## config.mk

```make
export PLATFORM = sky130hd
export DESIGN_NAME = pll_clock_frequency_decode_core
export DESIGN_NICKNAME = d
export VERILOG_FILES = /design/src/hdl/pcfd_pkg.sv /design/src/hdl/pll_clock_frequency_decode_core.sv
export SDC_FILE = /design/constraint.sdc
export NUM_CORES = 2
export LEC_CHECK = 0
export CAP_MARGIN = 20
export CORE_MARGIN = 10
export CORE_UTILIZATION = 59
export CTS_CLUSTER_DIAMETER = 40
export DETAILED_ROUTE_END_ITERATION = 8
export DONT_BUFFER_PORTS = 1
export PLACE_DENSITY_LB_ADDON = 0.25
export SETUP_SLACK_MARGIN = 0.1
export SLEW_MARGIN = 20
export SYNTH_ARGS = -nofsm -noshare
export SYNTH_HDL_FRONTEND = slang
export SYNTH_SLANG_ARGS = --single-unit
```

## constraint.sdc

```tcl
create_clock -name i_clk -period 5.4 [get_ports i_clk]
set_clock_uncertainty 0.05 [all_clocks]
set_input_delay 0.54 -clock i_clk [delete_from_list [all_inputs] [get_ports i_clk]]
set_output_delay 0.54 -clock i_clk [all_outputs]
set_load 0.05 [all_outputs]
```

## src/hdl/pcfd_pkg.sv

```systemverilog
// pcfd_pkg: shared types, lookup tables and divider step for the pll frequency decoder
`timescale 1ns / 1ps
`default_nettype none
package pcfd_pkg;

    localparam logic       CFG_FPGA_MODE   = 1'b0;
    localparam logic       CFG_REF_CLOCK   = 1'b1;
    localparam logic [9:0] REF_RESET_MHZ   = 10'd125;
    localparam logic [19:0] FPGA_CLOCK_MHZ = 20'd6;

    localparam logic [2:0] PRESCALE_TBL [4] = '{3'd1, 3'd3, 3'd2, 3'd4};

    localparam logic [5:0] PREDIV_TBL [32] = '{
        6'd1, 6'd16, 6'd17, 6'd30, 6'd13, 6'd18, 6'd7, 6'd31,
        6'd14, 6'd11, 6'd19, 6'd21, 6'd27, 6'd8, 6'd23, 6'd32,
        6'd15, 6'd29, 6'd12, 6'd6, 6'd10, 6'd20, 6'd26, 6'd22,
        6'd28, 6'd5, 6'd9, 6'd25, 6'd4, 6'd24, 6'd3, 6'd2
    };

    localparam logic [5:0] FORWARD_TBL [32] = '{
        6'd1, 6'd2, 6'd28, 6'd27, 6'd22, 6'd21, 6'd30, 6'd29,
        6'd24, 6'd23, 6'd12, 6'd11, 6'd16, 6'd15, 6'd32, 6'd31,
        6'd26, 6'd25, 6'd20, 6'd19, 6'd10, 6'd9, 6'd14, 6'd13,
        6'd18, 6'd17, 6'd8, 6'd7, 6'd6, 6'd5, 6'd4, 6'd3
    };

    localparam logic [7:0] FEEDBACK_TBL [256] = '{
        8'd1, 8'd123, 8'd117, 8'd251, 8'd245, 8'd69, 8'd111, 8'd125, 8'd119, 8'd95,
        8'd105, 8'd197, 8'd239, 8'd163, 8'd63, 8'd253, 8'd247, 8'd187, 8'd57, 8'd223,
        8'd233, 8'd207, 8'd157, 8'd71, 8'd113, 8'd15, 8'd89, 8'd37, 8'd191, 8'd19,
        8'd99, 8'd127, 8'd121, 8'd109, 8'd93, 8'd61, 8'd185, 8'd155, 8'd13, 8'd97,
        8'd107, 8'd11, 8'd9, 8'd81, 8'd31, 8'd49, 8'd83, 8'd199, 8'd241, 8'd33,
        8'd181, 8'd143, 8'd217, 8'd173, 8'd51, 8'd165, 8'd65, 8'd85, 8'd151, 8'd147,
        8'd227, 8'd41, 8'd201, 8'd255, 8'd249, 8'd243, 8'd195, 8'd237, 8'd221, 8'd231,
        8'd35, 8'd189, 8'd59, 8'd183, 8'd79, 8'd29, 8'd141, 8'd215, 8'd145, 8'd225,
        8'd235, 8'd219, 8'd27, 8'd139, 8'd137, 8'd135, 8'd175, 8'd209, 8'd159, 8'd53,
        8'd45, 8'd177, 8'd211, 8'd23, 8'd167, 8'd73, 8'd115, 8'd67, 8'd103, 8'd161,
        8'd55, 8'd205, 8'd87, 8'd17, 8'd91, 8'd153, 8'd7, 8'd47, 8'd179, 8'd171,
        8'd149, 8'd39, 8'd193, 8'd229, 8'd77, 8'd213, 8'd25, 8'd133, 8'd43, 8'd21,
        8'd101, 8'd203, 8'd5, 8'd169, 8'd75, 8'd131, 8'd3, 8'd129, 8'd1, 8'd250,
        8'd244, 8'd124, 8'd118, 8'd196, 8'd238, 8'd252, 8'd246, 8'd222, 8'd232, 8'd70,
        8'd112, 8'd36, 8'd190, 8'd126, 8'd120, 8'd60, 8'd184, 8'd96, 8'd106, 8'd80,
        8'd30, 8'd198, 8'd240, 8'd142, 8'd216, 8'd164, 8'd64, 8'd146, 8'd226, 8'd254,
        8'd248, 8'd236, 8'd220, 8'd188, 8'd58, 8'd28, 8'd140, 8'd224, 8'd234, 8'd138,
        8'd136, 8'd208, 8'd158, 8'd176, 8'd210, 8'd72, 8'd114, 8'd160, 8'd54, 8'd16,
        8'd90, 8'd46, 8'd178, 8'd38, 8'd192, 8'd212, 8'd24, 8'd20, 8'd100, 8'd168,
        8'd74, 8'd128, 8'd122, 8'd116, 8'd68, 8'd110, 8'd94, 8'd104, 8'd162, 8'd62,
        8'd186, 8'd56, 8'd206, 8'd156, 8'd14, 8'd88, 8'd18, 8'd98, 8'd108, 8'd92,
        8'd154, 8'd12, 8'd10, 8'd8, 8'd48, 8'd82, 8'd32, 8'd180, 8'd172, 8'd50,
        8'd84, 8'd150, 8'd40, 8'd200, 8'd242, 8'd194, 8'd230, 8'd34, 8'd182, 8'd78,
        8'd214, 8'd144, 8'd218, 8'd26, 8'd134, 8'd174, 8'd52, 8'd44, 8'd22, 8'd166,
        8'd66, 8'd102, 8'd204, 8'd86, 8'd152, 8'd6, 8'd170, 8'd148, 8'd228, 8'd76,
        8'd132, 8'd42, 8'd202, 8'd4, 8'd130, 8'd2
    };

    typedef struct packed {
        logic       fpga;
        logic       bad;
        logic [9:0] ref_mhz;
        logic [2:0] mps;
        logic [7:0] fb;
        logic [5:0] pdv;
        logic [2:0] aps;
        logic [5:0] fwd;
    } t_lookup;

    typedef struct packed {
        logic        fpga;
        logic        bad;
        logic [11:0] num_a;
        logic [7:0]  fb;
        logic [7:0]  den_a;
        logic [5:0]  fwd;
    } t_mult;

    typedef struct packed {
        logic        fpga;
        logic        bad;
        logic [19:0] q;
        logic [12:0] rem;
        logic [12:0] den;
    } t_div;

    // one restoring step: shift in the next dividend bit, subtract if it fits
    function automatic t_div div_step(input t_div d);
        logic [13:0] trial;
        t_div        o;
        o     = d;
        trial = {d.rem, d.q[19]};
        o.q   = {d.q[18:0], 1'b0};
        if (trial >= {1'b0, d.den}) begin
            o.rem  = 13'(trial - {1'b0, d.den});
            o.q[0] = 1'b1;
        end else begin
            o.rem = trial[12:0];
        end
        return o;
    endfunction

endpackage
`default_nettype wire

```

## src/hdl/pll_clock_frequency_decode_core.sv

```systemverilog
// pll_clock_frequency_decode_core: pipelined pll control word to clock frequency decoder
//
//  channel | direction | handshake          | payload
//  in      | input     | i_valid / o_ready  | i_pll_ctrl[31:0]
//  out     | output    | o_valid / i_ready  | o_clock_mhz[19:0], o_status
//  cfg     | input     | i_cfg_we           | i_cfg_idx, i_cfg_data[9:0]
//
// stages: lookup, two multiply stages, ten divider stages of two quotient bits
// one word per cycle sustained while the output is not stalled; the 20-bit restoring divider chain sets the depth
// reset clears all stage valid bits and sets ref clock to 125, fpga mode off
// a stall on the output fills empty stages first; a word is never dropped or repeated
`timescale 1ns / 1ps
`default_nettype none
module pll_clock_frequency_decode_core
    import pcfd_pkg::*;
(
    input  wire logic        i_clk,
    input  wire logic        i_rst_n,
    input  wire logic        i_cfg_we,
    input  wire logic        i_cfg_idx,
    input  wire logic [9:0]  i_cfg_data,
    input  wire logic        i_valid,
    output logic             o_ready,
    input  wire logic [31:0] i_pll_ctrl,
    output logic             o_valid,
    input  wire logic        i_ready,
    output logic [19:0]      o_clock_mhz,
    output logic             o_status
);

    localparam int NDIV = 10;
    localparam int NST  = NDIV + 3;

    logic       r_fpga_mode;
    logic [9:0] r_ref_mhz;

    logic [NST-1:0] r_v;
    logic [NST-1:0] adv;

    t_lookup r_lk;
    t_lookup n_lk;
    t_mult   r_mu;
    t_mult   n_mu;
    t_div    r_dv [NDIV+1];
    t_div    n_dv [NDIV+1];

    always_ff @(posedge i_clk) begin
        if (!i_rst_n) begin
            r_fpga_mode <= 1'b0;
            r_ref_mhz   <= REF_RESET_MHZ;
        end else if (i_cfg_we) begin
            unique case (i_cfg_idx)
                CFG_FPGA_MODE: r_fpga_mode <= i_cfg_data[0];
                CFG_REF_CLOCK: r_ref_mhz   <= i_cfg_data;
                default:       r_ref_mhz   <= r_ref_mhz;
            endcase
        end
    end

    // each stage loads when empty or when its successor moves on
    always_comb begin
        adv[NST-1] = !r_v[NST-1] || i_ready;
        for (int k = NST - 2; k >= 0; k--) begin
            adv[k] = !r_v[k] || adv[k+1];
        end
    end

    assign o_ready = adv[0];

    always_comb begin
        n_lk.fpga    = r_fpga_mode;
        n_lk.bad     = i_pll_ctrl[31];
        n_lk.ref_mhz = r_ref_mhz;
        n_lk.mps     = PRESCALE_TBL[i_pll_ctrl[10:9]];
        n_lk.fb      = FEEDBACK_TBL[i_pll_ctrl[8:1]];
        n_lk.pdv     = PREDIV_TBL[i_pll_ctrl[30:26]];
        n_lk.aps     = PRESCALE_TBL[i_pll_ctrl[25:24]];
        n_lk.fwd     = FORWARD_TBL[i_pll_ctrl[23:19]];

        n_mu.fpga  = r_lk.fpga;
        n_mu.bad   = r_lk.bad;
        n_mu.num_a = 12'(r_lk.ref_mhz) * 12'(r_lk.mps);
        n_mu.fb    = r_lk.fb;
        n_mu.den_a = 8'(r_lk.pdv) * 8'(r_lk.aps);
        n_mu.fwd   = r_lk.fwd;

        n_dv[0].fpga = r_mu.fpga;
        n_dv[0].bad  = r_mu.bad;
        n_dv[0].q    = 20'(r_mu.num_a) * 20'(r_mu.fb);
        n_dv[0].rem  = '0;
        n_dv[0].den  = 13'(r_mu.den_a) * 13'(r_mu.fwd);
        for (int k = 1; k <= NDIV; k++) begin
            n_dv[k] = div_step(div_step(r_dv[k-1]));
        end
    end

    always_ff @(posedge i_clk) begin
        if (!i_rst_n) begin
            r_v <= '0;
        end else begin
            if (adv[0]) r_v[0] <= i_valid;
            for (int k = 1; k < NST; k++) begin
                if (adv[k]) r_v[k] <= r_v[k-1];
            end
        end
    end

    always_ff @(posedge i_clk) begin
        if (adv[0]) r_lk <= n_lk;
        if (adv[1]) r_mu <= n_mu;
        for (int k = 0; k <= NDIV; k++) begin
            if (adv[k+2]) r_dv[k] <= n_dv[k];
        end
    end

    assign o_valid     = r_v[NST-1];
    assign o_status    = !r_dv[NDIV].fpga && r_dv[NDIV].bad;
    assign o_clock_mhz = r_dv[NDIV].fpga ? FPGA_CLOCK_MHZ :
                         (r_dv[NDIV].bad ? 20'd0 : r_dv[NDIV].q);

    a_bad_zero: assert property (@(posedge i_clk) disable iff (!i_rst_n)
        o_valid && o_status |-> o_clock_mhz == 20'd0)
        else $error("invalid status with nonzero frequency");

    a_reset_empty: assert property (@(posedge i_clk)
        !i_rst_n |=> !o_valid)
        else $error("output valid after reset");

    a_backpressure: assert property (@(posedge i_clk) disable iff (!i_rst_n)
        !o_ready |-> o_valid && !i_ready && (&r_v))
        else $error("input stalled while pipeline has room");

    a_rem_below_den: assert property (@(posedge i_clk) disable iff (!i_rst_n)
        o_valid |-> r_dv[NDIV].rem < r_dv[NDIV].den || r_dv[NDIV].den == 13'd0)
        else $error("divider remainder out of range");

endmodule
`default_nettype wire
```

==> run_results.csv <==
group,metric,value,unit
clocking,clockRootBuffer,"clkbuf_16",
placement,portBuffers,0,
global_route,grt_usage,0.2113,
drt,met2_length,43200,um
finish,mostFrequentLayoutCell,"edfxtp_1",
worst_setup_path,worstPathRequired,5730,ps
die,ios,71,
drt,num_vias,28040,
worst_setup_path,critical_path_arrival,5600,ps
finish,final_cell_area,45420,um^2
drt,wl_per_cell,18.14,um
die,fp.dieH,278.9,um
clocking,clock_path_buffers,3,
synth,syn_area,39560,um^2
worst_setup_path,path_max_fanout,7,
drt,topRoutingLayerUsed,"met4",
drt,drt_iter0_drc,2105,
worst_setup_path,r2r_slack,130,ps
placement,placed_cell_area,41310,um^2
clocking,htree_levels,3,
finish,final_cell_mix,"edfxtp_1, inv_1, ha_1",
global_route,antenna_found_initial,0,
synth,ys.flop_type,"edfxtp_1",
finish,drive_gt1_frac,0.1550,
global_route,grt_pass1_wl,136300,um
sta,rsz0062_at_grt,"true",
worst_setup_path,startpoint_type,"register",
clocking,cts_sinks,587,
synth,post_synth.cell_area_avg,10.77,um^2
synth,synth_edf_count,563,
flow_run,drv_cap,0,
finish,fin_nets,4371,
sta,setup_viol,0,
sta,finalHoldViolCount,0,
global_route,grt-ovfl-total,0,
drt,drcViolationCount,0,
die,start_util,0.5985,
die,placeableCoreArea,66100,um^2
drt,wirelength,86850,um
synth,ys_seq_area_frac,0.4395,
synth,synth-seq-cells,587,
synth,synth.distinct_cells,79,
die,die-area,77810,um^2
status,status,"finished, final reports clean",
worst_setup_path,path_class,"reg2reg",
placement,routabilityCongestion,0.9492,
clocking,clk_pin_slew,60,ps
global_route,grt_max_degree,119,
drt,wl_met3,4019,um
placement,hpwl,61240,um
sta,worst_pin_slew,1078,ps
sta,period_share,0.9759,
drt,drtAntennaViolNets,0,
finish,fill_cells,4855,
drt,wl_met1,36930,um
synth,synth_warnings,0,
finish,area_growth,14.80,%
clocking,numCtsBuffers,84,
sta,report.final.slew_viol_count,0,
clocking,clk-insertion-delay-late,640,ps
global_route,grt_pass1_vias,27150,
sta,slew-limit-headroom,0.2815,
synth,async_reset_ff_frac,0,
worst_setup_path,end_kind,"register",
synth,synth_nets,4190,
drt,first_pass_iters,6,
drt,viasPerCell,5.857,
die,die_w,278.9,um
min_path,hold_class,"in2reg",
sta,fin_crit,5270,ps
clocking,cts_tree,"done",
die,rows,94,
synth,synth_cells,3672,
sta,fmax,0.1898,GHz
finish,num_antenna_cells,0,
## layout make-up
| class | instances | area, um^2 | area share |
|---|---|---|---|
| Sequential cell | 587 | 17390 | 0.3828 |
| Timing Repair Buffer | 190 | 1663 | 0.03661 |
| Timing Repair inverter | 1 | 5.005 | 0.0001102 |
| Inverter | 383 | 1441 | 0.03174 |
| Tap cell | 864 | 1081 | 0.02380 |
| Clock inverter | 61 | 740.7 | 0.01631 |
| Clock buffer | 95 | 2175 | 0.04788 |
| Multi-Input combinational cell | 2606 | 20920 | 0.4607 |
## worst paths after layout
kind,to,depth (start not counted),startpoint
max,r_dv[7][18],22,r_dv[6][45]
min,r_ref_mhz[1],2,i_cfg_data[1]
max reg2reg,r_dv[7][18],22,r_dv[6][45]
min reg2reg,r_dv[2][41],0,r_dv[1][39]
## per-layer routing
metal  GRT usage  up-vias
li1            -    13650
met1      0.2695    13520
met2      0.3649      697
met3     0.02928      182
met4     0.07344        0
met5           0        -
## sequential cells by signal (all words and copies together), names as in the netlist
signal,flops
r_dv,489
r_mu,34
r_lk,22
n_mu,16
r_v,13
r_ref_mhz,10
n_dv,2
r_fpga_mode,1
## worst max-delay path, stage by stage (launching register included)
cell and delay [ps]:
edfxtp_1 380, inv_2 100, ha_4 130, inv_2 40, fa_2 390, a211oi_2 290
o211ai_1 200, a211oi_1 300, o21ai_1 150, a2111oi_4 430, buf_4 190, buf_12 120
mux2_2 370, ha_4 300, nand3_2 100, a21o_1 230, a31oi_2 220, nand4_1 140
o21ai_2 100, o22a_1 200, a211oi_4 70, buf_6 190, mux2_4 300
## synthesized netlist by cell type, types with 11 or more instances
library cell  count  area, um^2
nand3_1          60       300.3
dfxtp_1          24       480.5
buf_1            11       41.29
inv_1           381        1430
mux2_2          151        1700
a211oi_1         33       247.7
o21a_1           48       360.4
nor3_1           81       405.4
a21oi_1         240        1201
nand2_1         254       953.4
mux2i_1          20       200.2
or2_2            19       118.9
a31o_2           14       122.6
a31oi_1          32       200.2
o211ai_1         27       202.7
edfxtp_1        563       16910
o21ai_0         184       920.9
a21boi_0         13       97.59
ha_1            354        4429
nor2b_1          53       331.6
xor2_1           55       481.7
and2_1          128       800.8
a21o_1           56       420.4
nor2_1          221       829.6
fa_1            116        2322
or3_1            22       137.6
o31ai_1          14       105.1
xnor2_1         159        1393
o311ai_0         16       140.1
o21bai_1         16       120.1
clkbuf_1         79       296.5
nand2b_1         22       137.6
and3_1           12       75.07
nand4_1          51       319.1
## cell families after synthesis
logic type / Yosys count / share of synthesized area
AO/OA/AOI/OAI: 798 / 0.1310
flip-flops: 587 / 0.4395
multiplexers: 173 / 0.04918
buffers and inverters: 482 / 0.04624
XOR/XNOR: 214 / 0.04738
AND/OR/NAND/NOR: 948 / 0.1161
adder cells (fa/ha/maj): 470 / 0.1707
## what timing repair did
action | in CTS | in global routing
resized for setup | 8 | 135
endpoints found under the hold margin | 27 | 0
pin swaps | 0 | 51
setup endpoints to repair | 62 | 115
buffers inserted | 0 | 43
hold buffers | 14 | 0
cloned | 0 | 11
## through the flow
stage / hold slack [ps] / setup slack [ps] / cells / util / setup TNS, ps
floorplan: 350.3 / 102.1 / 3672 / - / 0
global placement: 350.8 / 122.5 / 4562 / 0.6249 / 0
detailed placement: 354.5 / 50.02 / 4562 / 0.6250 / 0
CTS: 6.827 / 109.1 / 4732 / 0.6716 / 0
global route: 37.32 / -49.57 / 4787 / 0.6871 / -349.2
finish: 30.09 / 130.1 / 4787 / 0.6871 / 0
Power is not shown: default switching activity piles up to over one toggle a cycle in this logic, so the estimate is an artifact.
